File: config.mk
export PLATFORM = sky130hd
export DESIGN_NAME = supercap_charge_and_speed_limit
export DESIGN_NICKNAME = d
export VERILOG_FILES = /design/src/rtl/sccl_pkg.sv /design/src/rtl/sccl_ctrl.sv /design/src/rtl/sccl_dp.sv /design/src/rtl/supercap_charge_and_speed_limit.sv
export VERILOG_INCLUDE_DIRS = /design/src /design/src/rtl
export SDC_FILE = /design/constraint.sdc
export NUM_CORES = 1
export LEC_CHECK = 0
export BUFFER_PORTS_ARGS = -buffer_cell sky130_fd_sc_hd__buf_2
export CAP_MARGIN = 30
export CORE_UTILIZATION = 35
export CTS_CLUSTER_DIAMETER = 150
export DETAILED_ROUTE_END_ITERATION = 12
export GPL_TIMING_DRIVEN = 0
export PLACE_DENSITY = 0.48
export SLEW_MARGIN = 20
export SYNTH_ARGS = -nofsm -noshare
export SYNTH_HDL_FRONTEND = slang
export SYNTH_SLANG_ARGS = --single-unit
File: constraint.sdc
create_clock -name clk -period 6.2 [get_ports clk]
set_input_delay 0.93 -clock clk [delete_from_list [all_inputs] [get_ports clk]]
set_output_delay 0.93 -clock clk [all_outputs]
set_load 0.1 [all_outputs]
File: src/rtl/supercap_charge_and_speed_limit_defines.svh
// assertion macros shared by sccl_ctrl and sccl_dp
`ifndef SUPERCAP_CHARGE_AND_SPEED_LIMIT_DEFINES_SVH
`define SUPERCAP_CHARGE_AND_SPEED_LIMIT_DEFINES_SVH

`ifndef SYNTHESIS
// checked only out of reset
`define SCCL_ASSERT(lbl, prop, msg) \
  lbl: assert property (@(posedge clk) disable iff (rst) (prop)) else $error(msg);
// checked at every edge, reset included
`define SCCL_ASSERT_ALWAYS(lbl, prop, msg) \
  lbl: assert property (@(posedge clk) (prop)) else $error(msg);
`else
`define SCCL_ASSERT(lbl, prop, msg)
`define SCCL_ASSERT_ALWAYS(lbl, prop, msg)
`endif

`endif

File: src/rtl/sccl_pkg.sv
package sccl_pkg;

  typedef struct packed {
    logic [15:0] cap_voltage;
    logic [15:0] motor_power;
    logic [7:0]  buffer_energy;
    logic        boost_request;
    logic        protect_req;
  } in_t;

  typedef struct packed {
    logic [1:0]  cap_mode;
    logic [14:0] power_ref_cw;
    logic [9:0]  charge_current;
    logic [13:0] wheel_speed_limit;
    logic        discharge_enable;
  } out_t;

  // controller to datapath
  typedef struct packed {
    logic start;
    logic load;
    logic step;
    logic publish;
  } cmd_t;

  // datapath to controller
  typedef struct packed {
    logic last_step;
    logic out_free;
  } status_t;

  localparam int CfgAddrW = 2;
  localparam int CfgDataW = 12;
  localparam logic [CfgAddrW-1:0] REG_PWR_CEIL      = 2'd0;
  localparam logic [CfgAddrW-1:0] REG_LIMIT_VOLTAGE = 2'd1;
  localparam logic [CfgAddrW-1:0] REG_BUF_FLOOR     = 2'd2;

  localparam logic [1:0] MODE_OFF    = 2'd0;
  localparam logic [1:0] MODE_CHARGE = 2'd1;
  localparam logic [1:0] MODE_BOOST  = 2'd2;

  localparam logic [15:0] VOLT_LOW_CV     = 16'd1350;
  localparam logic [15:0] VOLT_HIGH_CV    = 16'd1500;
  localparam logic [16:0] POWER_MARGIN_CW = 17'd1000;
  localparam logic [7:0]  BUFFER_CAP_J    = 8'd60;
  localparam logic [9:0]  CURRENT_MAX_CA  = 10'd1000;
  localparam logic [13:0] BOOST_WHEEL     = 14'd8500;

  // dividend is ref * 100, below 2^22
  localparam int DivBits = 22;
  localparam int CntW    = $clog2(DivBits);

  function automatic logic [13:0] wheel_lookup(input logic [7:0] p);
    logic [13:0] w;
    case (p)
      8'd45:   w = 14'd4550;
      8'd50:   w = 14'd5500;
      8'd55:   w = 14'd5800;
      8'd60:   w = 14'd6200;
      8'd80:   w = 14'd6500;
      8'd100:  w = 14'd7600;
      8'd120:  w = 14'd7650;
      8'd255:  w = 14'd7650;
      default: w = 14'd5500;
    endcase
    return w;
  endfunction

endpackage

File: src/rtl/sccl_ctrl.sv
`include "supercap_charge_and_speed_limit_defines.svh"

module sccl_ctrl (
  input  logic               clk,
  input  logic               rst,
  input  logic               in_valid,
  output logic               in_ready,
  input  sccl_pkg::status_t  status,
  output sccl_pkg::cmd_t     cmd
);
  import sccl_pkg::*;

  typedef enum logic [3:0] {
    ST_IDLE = 4'b0001,
    ST_LOAD = 4'b0010,
    ST_DIV  = 4'b0100,
    ST_DONE = 4'b1000
  } state_t;

  state_t state, state_next;

  assign in_ready = (state == ST_IDLE);

  always_comb begin
    state_next  = state;
    cmd.start   = 1'b0;
    cmd.load    = 1'b0;
    cmd.step    = 1'b0;
    cmd.publish = 1'b0;
    case (state)
      ST_IDLE: begin
        if (in_valid) begin
          cmd.start  = 1'b1;
          state_next = ST_LOAD;
        end
      end
      ST_LOAD: begin
        cmd.load   = 1'b1;
        state_next = ST_DIV;
      end
      ST_DIV: begin
        cmd.step = 1'b1;
        if (status.last_step) begin
          state_next = ST_DONE;
        end
      end
      ST_DONE: begin
        if (status.out_free) begin
          cmd.publish = 1'b1;
          state_next  = ST_IDLE;
        end
      end
      default: state_next = ST_IDLE;
    endcase
  end

  always_ff @(posedge clk) begin
    if (rst) begin
      state <= ST_IDLE;
    end else begin
      state <= state_next;
    end
  end

  `SCCL_ASSERT(a_accept_loads, (in_valid && in_ready) |=> (state == ST_LOAD), "accept must go to load")
  `SCCL_ASSERT(a_publish_free, cmd.publish |-> status.out_free, "publish into a full output register")
  `SCCL_ASSERT(a_div_exit, (state == ST_DIV && status.last_step) |=> (state == ST_DONE), "divider exit lost")

endmodule

File: src/rtl/sccl_dp.sv
`include "supercap_charge_and_speed_limit_defines.svh"

module sccl_dp (
  input  logic                               clk,
  input  logic                               rst,
  input  logic                               cfg_we,
  input  logic [sccl_pkg::CfgAddrW-1:0]      cfg_addr,
  input  logic [sccl_pkg::CfgDataW-1:0]      cfg_wdata,
  input  sccl_pkg::in_t                      in_data,
  input  sccl_pkg::cmd_t                     cmd,
  output sccl_pkg::status_t                  status,
  output sccl_pkg::out_t                     out_data,
  output logic                               out_valid,
  input  logic                               out_ready
);
  import sccl_pkg::*;

  logic [7:0]  pwr_ceil;
  logic [11:0] limit_voltage;
  logic [5:0]  buf_floor;
  logic        flag;

  logic [1:0]  mode_r;
  logic [14:0] ref_r;
  logic [13:0] wheel_r;
  logic [15:0] volt_r;
  logic [DivBits-1:0] dvd;
  logic [15:0] rem;
  logic [CntW-1:0] cnt;

  logic [5:0]  buf_sat;
  logic [1:0]  mode_c;
  logic        flag_next;
  logic [14:0] avail;
  logic [16:0] need;
  logic [14:0] ref_c;
  logic [13:0] wheel_c;
  logic [DivBits-1:0] ref_ext;
  logic [DivBits-1:0] ref_x100;
  logic [16:0] rem_sh;
  logic        ge;
  logic [16:0] rem_sub;
  logic [9:0]  cur_c;

  // per-item decisions taken at accept
  always_comb begin
    buf_sat = (in_data.buffer_energy > BUFFER_CAP_J) ? BUFFER_CAP_J[5:0]
                                                     : in_data.buffer_energy[5:0];
    if (in_data.protect_req) begin
      mode_c = MODE_OFF;
    end else if (in_data.boost_request) begin
      mode_c = ((in_data.cap_voltage >= {4'd0, limit_voltage}) && flag) ? MODE_BOOST
                                                                        : MODE_OFF;
    end else begin
      mode_c = (buf_sat <= buf_floor) ? MODE_OFF : MODE_CHARGE;
    end

    if (in_data.cap_voltage < VOLT_LOW_CV) begin
      flag_next = 1'b0;
    end else if (in_data.cap_voltage >= VOLT_HIGH_CV) begin
      flag_next = 1'b1;
    end else begin
      flag_next = flag & ~in_data.protect_req;
    end

    avail = 15'(pwr_ceil * 15'd100);
    need  = {1'b0, in_data.motor_power} + POWER_MARGIN_CW;
    if (mode_c != MODE_OFF && {2'b00, avail} > need) begin
      ref_c = 15'({2'b00, avail} - need);
    end else begin
      ref_c = '0;
    end

    if (in_data.boost_request && in_data.cap_voltage >= VOLT_LOW_CV && flag_next) begin
      wheel_c = BOOST_WHEEL;
    end else begin
      wheel_c = wheel_lookup(pwr_ceil);
    end
  end

  // ref * 100 as shifts
  assign ref_ext  = {{(DivBits-15){1'b0}}, ref_r};
  assign ref_x100 = (ref_ext << 6) + (ref_ext << 5) + (ref_ext << 2);

  // restoring division step
  assign rem_sh  = {rem, dvd[DivBits-1]};
  assign ge      = rem_sh >= {1'b0, volt_r};
  assign rem_sub = rem_sh - {1'b0, volt_r};

  // zero divisor gives an all-ones quotient, which clamps to full current
  always_comb begin
    if (ref_r == '0) begin
      cur_c = '0;
    end else if (dvd > {{(DivBits-10){1'b0}}, CURRENT_MAX_CA}) begin
      cur_c = CURRENT_MAX_CA;
    end else begin
      cur_c = dvd[9:0];
    end
  end

  assign status.last_step = (cnt == CntW'(DivBits-1));
  assign status.out_free  = ~out_valid | out_ready;

  always_ff @(posedge clk) begin
    if (rst) begin
      pwr_ceil      <= 8'd50;
      limit_voltage <= 12'd1350;
      buf_floor     <= 6'd40;
      flag          <= 1'b0;
      out_valid     <= 1'b0;
    end else begin
      if (cfg_we) begin
        case (cfg_addr)
          REG_PWR_CEIL:      pwr_ceil      <= cfg_wdata[7:0];
          REG_LIMIT_VOLTAGE: limit_voltage <= cfg_wdata;
          REG_BUF_FLOOR:     buf_floor     <= cfg_wdata[5:0];
          default: ;
        endcase
      end
      if (cmd.start) begin
        flag <= flag_next;
      end
      if (cmd.publish) begin
        out_valid <= 1'b1;
      end else if (out_ready) begin
        out_valid <= 1'b0;
      end
    end
  end

  always_ff @(posedge clk) begin
    if (cmd.start) begin
      mode_r  <= mode_c;
      ref_r   <= ref_c;
      wheel_r <= wheel_c;
      volt_r  <= in_data.cap_voltage;
    end
    if (cmd.load) begin
      dvd <= ref_x100;
      rem <= '0;
      cnt <= '0;
    end else if (cmd.step) begin
      dvd <= {dvd[DivBits-2:0], ge};
      rem <= ge ? rem_sub[15:0] : rem_sh[15:0];
      cnt <= cnt + 1'b1;
    end
    if (cmd.publish) begin
      out_data.cap_mode          <= mode_r;
      out_data.power_ref_cw      <= ref_r;
      out_data.charge_current    <= cur_c;
      out_data.wheel_speed_limit <= wheel_r;
      out_data.discharge_enable  <= flag;
    end
  end

  `SCCL_ASSERT_ALWAYS(a_rst_clears, rst |=> !out_valid, "output valid survives reset")
  `SCCL_ASSERT(a_publish_shows, cmd.publish |=> out_valid, "published item not shown")
  `SCCL_ASSERT(a_cur_max,
               out_valid |-> (out_data.charge_current <= CURRENT_MAX_CA),
               "current above clamp")
  `SCCL_ASSERT(a_off_zero,
               (out_valid && out_data.cap_mode == MODE_OFF) |->
               (out_data.power_ref_cw == '0 && out_data.charge_current == '0),
               "power in mode off")

endmodule

File: src/rtl/supercap_charge_and_speed_limit.sv
// accept to output valid: load, one restoring divide step per dividend bit, then publish once
// the output register is free; the next item waits for the bit-serial divider (ref*100/voltage)
// a new item is taken while the previous result still sits in the output register
// reset (synchronous, active high): controller idle, output empty, discharge flag cleared,
// power ceiling 50 W, boost voltage limit 1350, buffer floor 40
module supercap_charge_and_speed_limit (
  input  logic                           clk,
  input  logic                           rst,
  // configuration write port
  input  logic                           cfg_we,
  input  logic [sccl_pkg::CfgAddrW-1:0]  cfg_addr,
  input  logic [sccl_pkg::CfgDataW-1:0]  cfg_wdata,
  // item input
  input  logic                           in_valid,
  output logic                           in_ready,
  input  sccl_pkg::in_t                  in_data,
  // item output
  output logic                           out_valid,
  input  logic                           out_ready,
  output sccl_pkg::out_t                 out_data
);
  import sccl_pkg::*;

  cmd_t    cmd;
  status_t status;

  // controller: idle -> load -> divide -> done, one item at a time
  sccl_ctrl u_ctrl (
    .clk      (clk),
    .rst      (rst),
    .in_valid (in_valid),
    .in_ready (in_ready),
    .status   (status),
    .cmd      (cmd)
  );

  // datapath: config registers, hysteresis flag, mode and power decisions,
  // serial divider and output register
  sccl_dp u_dp (
    .clk       (clk),
    .rst       (rst),
    .cfg_we    (cfg_we),
    .cfg_addr  (cfg_addr),
    .cfg_wdata (cfg_wdata),
    .in_data   (in_data),
    .cmd       (cmd),
    .status    (status),
    .out_data  (out_data),
    .out_valid (out_valid),
    .out_ready (out_ready)
  );

endmodule
==> flow_metrics.tcl, run 1 <==
set metrics [dict create \
    avgSynthCellArea_um2 10.2 \
    num-fill-cells 2834 \
    synthXorXnorAreaFrac 0.0469 \
    cts_setup_buffers 0 \
    crit_path_start_kind "register" \
    grt_max_degree 28 \
    ys.warnings.count 0 \
    fp.dieH_um 172 \
    initial_core_util 0.359 \
    vias 7359 \
    ctsResizeCount 0 \
    synth.ff_latch_count 162 \
    path_max_fanout 10 \
    p_leak_nw 4.98 \
    worst-setup-path-type "reg -> reg" \
    finalNetCount 1312 \
    cpMaxStageDelayCell "dfxtp_1" \
    period_minus_slack_ns 4.66 \
    avgViaCountPerCell 4.87 \
    cts_buffers 17 \
    synth_top_family_by_area "adder cells" \
    drive_above_1_share 0.142 \
    finClkSkew_ns 0.0174 \
    syn_inst 994 \
    async_flop_share 0 \
    fin_crit_sh 0.752 \
    synth_compound_area_frac 0.137 \
    synth_simple_gate_area_share 0.146 \
    dpl.hpwl_um 18400 \
    n_antenna_cell 0 \
    clkPwrFrac 0.323 \
    hold_class "reg -> reg" \
    setup_viol 0 \
    slowest_delay_ns 0.46 \
    cp.arrival_ns 4.83 \
    worst_pin_slew_ns 0.873 \
    routabilityCongestion 0.827 \
    io_pins 105 \
    cp-end-kind "register" \
    cp.required_ns 6.36 \
    cts_tree "done" \
    comb_power_share 0.275 \
    muxShareOfSynthArea 0.0179 \
    core-area_um2 28100 \
    grt.overflow.total 0 \
    final_cell_mix "116 x ha_1, 109 x edfxtp_1, 104 x buf_2" \
    cpMostUsedCell "ha_1" \
    synth_edf_count 109 \
    area_delta_synth_final_pct 16.3 \
    drv_slew 0 \
    power_switching_mw 1.05 \
    hold_slack_ns 0.419 \
    synth_sequential_area_ratio 0.430 \
    wire_per_inst_um 15.4 \
    timing.slew.headroom 0.418 \
    cts_sinks 162 \
    num_rows 61 \
    syn_area_um2 10100 \
    cts_root_buf "clkbuf_16" \
    p_total_mw 3.22 \
    grt_pass1_vias 7061 \
    rsz0062_at_grt "no" \
    p_int_mw 2.18 \
    synth_adder_area_share 0.176 \
    synth_ff_type "edfxtp_1" \
    cts_hold_buf 0 \
    die_area_um2 29500 \
    final_cell_count_no_fill 1510 \
    sequentialPowerShare 0.402 \
    dpl.cell_count 1478 \
    die_w_um 172 \
    ys_types 71 \
    syn-num-nets 1187 \
    finalSetupTns_ns 0 \
    pre_cts_slack_ns 1.55 \
    fin_ws_ns 1.54 \
    grt.total_usage 0.162 \
    initialDrtViolationCount 349 \
    p_sw_frac 0.325 \
    clk_pin_slew_ns 0.06 \
    fmax_ghz 0.214 \
    hold_viol_final 0 \
    htreeDepth 4 \
    drv_cap 0 \
    grt_pass1_wl_um 37100 \
    routed_wl_um 23300 \
    grt_antenna_before_repair 0 \
    cts_buffer_depth 2 \
    vdd_ir_drop_max_uv 179 \
    io_buffer_count 103 \
    status "completed" \
    drc 0 \
    clock_latency_ns 0.43 \
    final_common_cell "ha_1" \
    first_pass_iters 4 \
    ant_nets 0 \
    path_cells "inv_1, ha_1, ha_1, fa_1, ha_1, a21oi_1, o21bai_1, a21oi_1, o21ai_0, xor2_1, ha_1, nand2_1, or2_2, o32ai_1, nor2_1, o31ai_2, buf_6, nor3_1" \
    power.density_nw_per_um2 275 \
]
## routing by layer
layer  track usage  up-vias  part of all wire
met5             0        -                 0
met4        0.0392        0            0.0092
met3        0.0246       14             0.031
met2         0.264      116              0.47
met1         0.225     3400              0.49
li1              -     3829                 -
## power groups by stage
stage | Sequential (mW) | Combinational, mW | Clock, mW
4_1_cts | 1.30 | 0.898 | 1.07
3_5_place_dp | 1.32 | 0.891 | 0
5_1_grt | 1.30 | 1.01 | 1.12
6_report | 1.29 | 0.886 | 1.04
3_3_place_gp | 1.32 | 0.886 | 0
2_1_floorplan | 1.30 | 0.679 | 0
## cells in the mapped netlist, drive strengths merged (7+ instances only)
master / instances / share of area
a211o: 10 / 0.0087
a21o: 16 / 0.012
a21oi: 68 / 0.034
and2: 12 / 0.0077
clkbuf: 18 / 0.0069
dfxtp: 53 / 0.11
edfxtp: 109 / 0.32
fa: 16 / 0.032
ha: 116 / 0.14
inv: 94 / 0.035
mux2i: 18 / 0.018
nand2: 87 / 0.032
nand2b: 7 / 0.0043
nand3: 19 / 0.0094
nand3b: 8 / 0.0060
nand4: 21 / 0.013
nor2: 62 / 0.023
nor2b: 14 / 0.0087
nor3: 27 / 0.013
nor4: 7 / 0.0043
o21a: 13 / 0.0097
o21ai: 47 / 0.023
or3: 8 / 0.0055
xnor2: 29 / 0.025
xor2: 25 / 0.022
## layout make-up
cell class | count | area [um^2] | area share
Buffer | 24 | 120 | 0.0102
Sequential cell | 162 | 4330 | 0.369
Timing Repair Buffer | 106 | 578 | 0.0492
Clock buffer | 18 | 450 | 0.0384
Inverter | 94 | 353 | 0.0301
Clock inverter | 14 | 131 | 0.0112
Tap cell | 378 | 473 | 0.0403
Multi-Input combinational cell | 714 | 5300 | 0.451
## registers in the layout (all words and copies together), names as in the netlist, 2 cells and up
| signal | flops |
|---|---|
| u_dp.pwr_ceil | 8 |
| u_dp.ref_r | 15 |
| u_dp.limit_voltage | 12 |
| u_dp.out_data | 41 |
| u_dp.buf_floor | 6 |
| u_dp.dvd | 22 |
| u_ctrl.state | 4 |
| u_dp.cnt | 5 |
| u_dp.rem | 16 |
| u_dp.volt_r | 16 |
| u_dp.mode_r | 2 |
| u_dp.wheel_r | 13 |
## through the flow
stage | cell area, um^2 | util
after floorplan | 10100 | -
after global placement | 11100 | 0.394
after detailed placement | 11200 | 0.397
after CTS | 11700 | 0.418
after global routing | 11700 | 0.418
final | 11700 | 0.418
## cells by family after synthesis
logic type               Yosys count
other                              1
adder cells (fa/ha/maj)          132
multiplexers                      18
flip-flops                       162
AND/OR/NAND/NOR                  296
buffers and inverters            118
XOR/XNOR                          54
AO/OA/AOI/OAI                    213
## critical path: cells and delay by family, from the launching register on
family                     cells  cell delay [ns]
and+or+nand+nor                4             0.50
xor gates and xnor gates       1             0.17
DFF                            1             0.46
adders and majority gates      5             1.81
AOI/OAI and AO/OA              6             1.10
buffers and inverters          2             0.35
## path summary, 6_finish.rpt
| path | from | endpoint | slack (ns) | depth (start not counted) |
|---|---|---|---|---|
| max | u_dp.pwr_ceil[2] | u_dp.ref_r[12] | 1.54 | 18 |
| min | u_dp.wheel_r[1] | u_dp.out_data[2] | 0.42 | 0 |
| max reg2reg | u_dp.pwr_ceil[2] | u_dp.ref_r[12] | 1.54 | 18 |
| min reg2reg | u_dp.wheel_r[1] | u_dp.out_data[2] | 0.42 | 0 |
No activity file was read; power rests on OpenSTA's default activity.
==> inputs of run 2 (changes only) <==
--- a/config.mk
+++ b/config.mk
@@ -12,7 +12,7 @@
 export CTS_CLUSTER_DIAMETER = 150
 export DETAILED_ROUTE_END_ITERATION = 12
 export GPL_TIMING_DRIVEN = 0
-export PLACE_DENSITY = 0.48
+export PLACE_DENSITY = 0.5
 export SLEW_MARGIN = 20
 export SYNTH_ARGS = -nofsm -noshare
 export SYNTH_HDL_FRONTEND = slang
==> constraint.sdc (replaced) <==
create_clock -name clk -period 3.9 [get_ports clk]
set_input_delay 0.585 -clock clk [delete_from_list [all_inputs] [get_ports clk]]
set_output_delay 0.585 -clock clk [all_outputs]
set_load 0.1 [all_outputs]
==> run 2 against run 1 <==
Against the previous run:
- the flow now finishes with violations (setup timing)
- utilization is 1.7 points higher
- sequential share of layout area down 1.3 points
- count of clock-buffer cells in the layout is 2 higher
- clock power is 66% higher
- power rose by 66%
- critical endpoint is now u_dp.ref_r[2]
- largest power group unchanged
- highest routed layer unchanged
==> flow_metrics.tcl, run 2 (synthesis results as in run 1) <==
set metrics [dict create \
    status "complete, but fails checks" \
    violations "setup timing" \
    power.density_nw_per_um2 437 \
    wirelength_met1_um 11400 \
    fp.dieH_um 172 \
    rsz0062_at_grt "yes" \
    drv_cap 0 \
    clock_latency_ns 0.42 \
    drive_above_1_share 0.195 \
    wire_per_inst_um 15.3 \
    crit_buf_inv 3 \
    p_leak_nw 5.11 \
    grt_antenna_before_repair 0 \
    fin_ws_ns -0.0348 \
    cp-end-kind "register" \
    setup_viol 9 \
    pre_cts_slack_ns -0.376 \
    die_area_um2 29500 \
    cts_root_buf "clkbuf_16" \
    htreeDepth 4 \
    crit_path_start_kind "register" \
    grt_pass1_vias 7222 \
    dpl-instance-area_um2 11200 \
    cp.required_ns 4.03 \
    comb_power_share 0.291 \
    hold_viol_final 0 \
    timing.slew.headroom 0.395 \
    worst-setup-path-type "reg -> reg" \
    n_antenna_cell 0 \
    path_cells "inv_4, ha_4, ha_4, fa_1, ha_4, a21oi_2, o21bai_1, buf_4, xor2_4, ha_4, a21o_1, a21oi_2, nor2_1, nor2_1, o21ai_2, o31ai_4, buf_4, nor3_1" \
    drv_slew 0 \
    drc 0 \
    clkPwrFrac 0.324 \
    crit_family "adder cells" \
    final_common_cell "edfxtp_1" \
    top_register "u_dp.out_data" \
    vdd_ir_drop_max_uv 245 \
    cpMaxStageDelayCell "fa_1" \
    final_cell_mix "109 x edfxtp_1, 104 x buf_2, 103 x ha_1" \
    area_delta_synth_final_pct 21.1 \
    power_switching_mw 1.73 \
    grt_pass1_wl_um 37200 \
    crit_path_start "u_dp.pwr_ceil[2]" \
    cpMostUsedCell "ha_4" \
    grt.total_usage 0.163 \
    path_max_fanout 6 \
    finalNetCount 1328 \
    sequentialPowerShare 0.385 \
    dpl.cell_count 1477 \
    hold_class "in -> reg" \
    grt.overflow.total 0 \
    clk_pin_slew_ns 0.07 \
    cts_sinks 162 \
    routed_wl_um 23300 \
    routabilityCongestion 0.870 \
    io_pins 105 \
    io_buffer_count 103 \
    core-area_um2 28100 \
    dpl.hpwl_um 18200 \
    highest_layer "met4" \
    cts_buffers 17 \
    p_total_mw 5.34 \
    post-route-cell-area_um2 12200 \
    cts_tree "done" \
    slowest_delay_ns 0.48 \
    final_core_util 0.435 \
    final_cell_count_no_fill 1526 \
    min-delay-start "in_data[40]" \
    reg.largest.list "u_dp.out_data (41), u_dp.dvd (22)" \
    avgViaCountPerCell 4.93 \
    fin_crit_sh 1.01 \
    largest_reg_flops 41 \
    die_w_um 172 \
    met3_length_um 628 \
    worst_pin_slew_ns 0.908 \
    p_int_mw 3.61 \
    initial_core_util 0.359 \
    cts_buffer_depth 2 \
    first_pass_iters 5 \
    grt_max_degree 48 \
    met2_length_um 11000 \
    period_minus_slack_ns 3.93 \
    p_sw_frac 0.324 \
    finalSetupTns_ns -0.148 \
    initialDrtViolationCount 401 \
    fmax_ghz 0.254 \
    finClkSkew_ns 0.0119 \
    num_rows 61 \
    cp.arrival_ns 4.07 \
    hold_slack_ns 0.356 \
    r2r-start "u_dp.pwr_ceil[2]" \
    vias 7525 \
    ant_nets 0 \
]
run 2: path summary, 6_finish.rpt:
check,end,slack (ns),cells after the start
worst min register to register,u_dp.out_data[5],0.42,0
worst min-delay path,u_dp.volt_r[14],0.36,1
worst max-delay path,u_dp.ref_r[2],-0.03,18
worst max register to register,u_dp.ref_r[2],-0.03,18
run 2: area by class of cell:
class                           count  area [um^2]
Buffer                             24          120
Clock buffer                       20          500
Clock inverter                     12          119
Fill cell                        2786        15900
Inverter                           94          358
Multi-Input combinational cell    714         5610
Sequential cell                   162         4350
Tap cell                          378          473
Timing Repair Buffer              122          689
run 2: timing repair:
action                                  4_1_cts  5_1_grt
pin swaps                                    18       28
endpoints found under the setup margin       15       15
resized for setup                            27       31
buffers inserted                             10        6
hold buffers                                  0        0
gates cloned                                  0        1
endpoints found under the hold margin         0        0
run 2: power groups by stage:
| stage | Sequential [mW] | Clock (mW) | Combinational, mW |
|---|---|---|---|
| finish | 2.06 | 1.73 | 1.55 |
| global route | 2.07 | 1.85 | 1.74 |
| CTS | 2.06 | 1.77 | 1.51 |
| detailed placement | 2.10 | 0 | 1.42 |
| global placement | 2.10 | 0 | 1.42 |
| floorplan | 2.06 | 0 | 1.09 |
run 2: routing by layer:
metal | track usage | vias up
met5 | 0 | -
met3 | 0.0207 | 12
met4 | 0.0450 | 0
li1 | - | 3870
met1 | 0.223 | 3520
met2 | 0.269 | 123
run 2: worst register-to-register path, cell delays in order (launching register included):
cell and delay [ns]:
dfxtp_4 0.41, inv_4 0.06, ha_4 0.27, ha_4 0.19
fa_1 0.48, ha_4 0.32, a21oi_2 0.05, o21bai_1 0.17
buf_4 0.17, xor2_4 0.17, ha_4 0.23, a21o_1 0.18
a21oi_2 0.11, nor2_1 0.05, nor2_1 0.13, o21ai_2 0.11
o31ai_4 0.33, buf_4 0.18, nor3_1 0.05
==> inputs of run 3 (changes only) <==
--- a/config.mk
+++ b/config.mk
@@ -16,4 +16,5 @@
 export SLEW_MARGIN = 20
 export SYNTH_ARGS = -nofsm -noshare
 export SYNTH_HDL_FRONTEND = slang
+export SYNTH_HIERARCHICAL = 1
 export SYNTH_SLANG_ARGS = --single-unit
==> run 3 against run 2 <==
Against the previous run:
- the flow still finishes with violations (setup timing)
- fmax down 0.86%
- critical path depth unchanged
- first-iteration DRC count down 15%
- final cell count down 0.52%
- register-to-register slack worse by 0.03 ns
- sequential cell count unchanged
- clock power down 2%
==> flow_metrics.tcl, run 3 <==
set metrics [dict create \
    clk_pin_slew_ns 0.07 \
    path_cells "inv_4, ha_4, ha_4, fa_1, ha_4, a21oi_4, o21bai_4, a21o_1, a21oi_2, o21ai_1, xnor2_1, ha_1, and3_1, nand4_1, o22a_1, o2111ai_4, buf_6, nor2_2" \
    initialDrtViolationCount 342 \
    cts_buffer_depth 2 \
    fin_ws_ns -0.0689 \
    syn_inst 980 \
    async_flop_share 0 \
    num_rows 62 \
    drv_cap 0 \
    n_antenna_cell 0 \
    p_int_mw 3.33 \
    avgSynthCellArea_um2 10.4 \
    drv_slew 0 \
    largest_reg_flops 41 \
    p_sw_frac 0.308 \
    dpl-instance-area_um2 11300 \
    grt_pass1_wl_um 38600 \
    wire_per_inst_um 15.8 \
    comb_power_share 0.243 \
    synth.ff_latch_count 162 \
    crit_buf_inv 2 \
    use_met2 0.274 \
    synth_ff_type "edfxtp_1" \
    io_pins 105 \
    cp-end-kind "register" \
    fin_crit_sh 1.02 \
    met3_usage 0.0248 \
    io_buffer_count 103 \
    status "complete, but fails checks" \
    grt.overflow.total 0 \
    ys_types 76 \
    cp.arrival_ns 4.14 \
    syn-num-nets 1173 \
    dpl.hpwl_um 18500 \
    htreeDepth 4 \
    core-area_um2 28700 \
    ant_nets 0 \
    ys.warnings.count 6 \
    ys_top_cells_by_area "edfxtp_1 32%, ha_1 14%, dfxtp_1 10%" \
    cts_tree "done" \
    routed_wl_um 23900 \
    grt.total_usage 0.163 \
    die_w_um 173 \
    worst_pin_slew_ns 0.892 \
    rsz0062_at_grt "yes" \
    power_switching_mw 1.48 \
    cts_buffers 17 \
    yosysTopAreaCell "edfxtp_1" \
    timing.slew.headroom 0.404 \
    p_leak_nw 5.15 \
    drc 0 \
    cpMostUsedCell "ha_4" \
    clkPwrFrac 0.351 \
    vdd_ir_drop_max_uv 280 \
    cts_hold_buf 0 \
    finClkSkew_ns 0.0150 \
    finalSetupTns_ns -0.681 \
    period_minus_slack_ns 3.97 \
    synth_edf_count 109 \
    grt_antenna_before_repair 0 \
    final_cell_mix "109 x buf_2, 109 x edfxtp_1, 107 x ha_1" \
    violations "setup timing" \
    top_usage_layer "met2" \
    first_pass_iters 5 \
    hold_slack_ns 0.342 \
    synth_top_area_share 0.320 \
    top_register "u_dp/out_data" \
    cpMaxStageDelayCell "fa_1" \
    setup_viol 12 \
    power.density_nw_per_um2 392 \
    clock_latency_ns 0.43 \
    die_area_um2 29900 \
    area_delta_synth_final_pct 20.0 \
    finalNetCount 1314 \
    r2r_slack_ns -0.07 \
    initial_core_util 0.356 \
    drive_above_1_share 0.213 \
    post-route-cell-area_um2 12300 \
    num-fill-cells 2841 \
    yosys-top-cells-count "116 x ha_1, 109 x edfxtp_1, 91 x inv_1" \
    vias 7523 \
    fmax_ghz 0.252 \
    cts_root_buf "clkbuf_16" \
    synth_sequential_area_ratio 0.424 \
    grt_pass1_vias 7391 \
    path_max_fanout 6 \
    grt_use_met1 0.214 \
    routabilityCongestion 0.823 \
    grt_max_degree 48 \
    crit_family "adder cells" \
    hold_class "in -> reg" \
    cp.required_ns 4.07 \
    cts_sinks 162 \
    register_area_um2 4350 \
    reg.largest.list "u_dp/out_data (41), u_dp/dvd (22)" \
    syn_area_um2 10200 \
    fp.dieH_um 173 \
    avgViaCountPerCell 4.96 \
    slowest_delay_ns 0.52 \
    hold_viol_final 0 \
    yosysMostFrequentCell "ha_1" \
    worst-setup-path-type "reg -> reg" \
    crit_path_start_kind "register" \
    sequentialPowerShare 0.407 \
    multiInputGateArea_um2 5630 \
]
==> run 3: what timing repair did <==
item,CTS,global route
setup buffers,13,2
pin swaps,28,19
gates cloned,1,0
gates resized for setup,35,17
endpoints found under the setup margin,15,15
==> run 3: area by class of cell <==
| type | instances | share of cell area |
|---|---|---|
| clock inverters | 13 | 0.0107 |
| multi-input cells | 697 | 0.459 |
| repair buffers | 122 | 0.0561 |
| flip-flops and latches | 162 | 0.355 |
| well taps | 384 | 0.0392 |
| plain buffers | 29 | 0.0133 |
| clock buffers | 19 | 0.0379 |
| inverters | 92 | 0.0286 |
==> run 3: per-layer routing <==
layer,part of all wire,vias up
met4,0.017,0
met2,0.48,110
met5,0,-
met3,0.026,22
met1,0.47,3542
li1,-,3849
==> run 3: metrics by stage <==
stage / power (mW) / instances / util / setup WS [ns]
2_1_floorplan: 2.78 / 980 / - / 0.0152
3_3_place_gp: 3.04 / 1467 / 0.392 / -0.427
3_5_place_dp: 3.04 / 1470 / 0.394 / -0.432
4_1_cts: 4.83 / 1516 / 0.424 / -0.0760
5_1_grt: 5.07 / 1518 / 0.427 / -0.199
6_report: 4.81 / 1518 / 0.427 / -0.0689
==> run 3: power by group through the flow <==
| stage | clock, mW | sequential (mW) | combinational [mW] |
|---|---|---|---|
| floorplan | 0 | 1.97 | 0.805 |
| global placement | 0 | 2.00 | 1.04 |
| detailed placement | 0 | 2.00 | 1.05 |
| CTS | 1.74 | 1.96 | 1.13 |
| global route | 1.80 | 1.96 | 1.31 |
| finish | 1.69 | 1.96 | 1.17 |
==> run 3: cells by family after synthesis <==
logic type / count (synthesis) / synth area share
flops: 162 / 0.424
xor+xnor: 51 / 0.0437
simple gates: 263 / 0.133
buf+inv: 121 / 0.0497
compound gates: 224 / 0.149
fa+ha+maj: 132 / 0.173
other cells: 1 / 0.000367
mux: 26 / 0.0271
==> run 3: path summary, 6_finish.rpt <==
check / start / end / cells after the start
setup / recovery: u_dp/pwr_ceil[3] / u_dp/ref_r[9] / 18
hold reg to reg: u_dp/wheel_r[3] / u_dp/out_data[4] / 0
setup reg to reg: u_dp/pwr_ceil[3] / u_dp/ref_r[9] / 18
hold / removal: in_data[38] / u_dp/volt_r[12] / 1
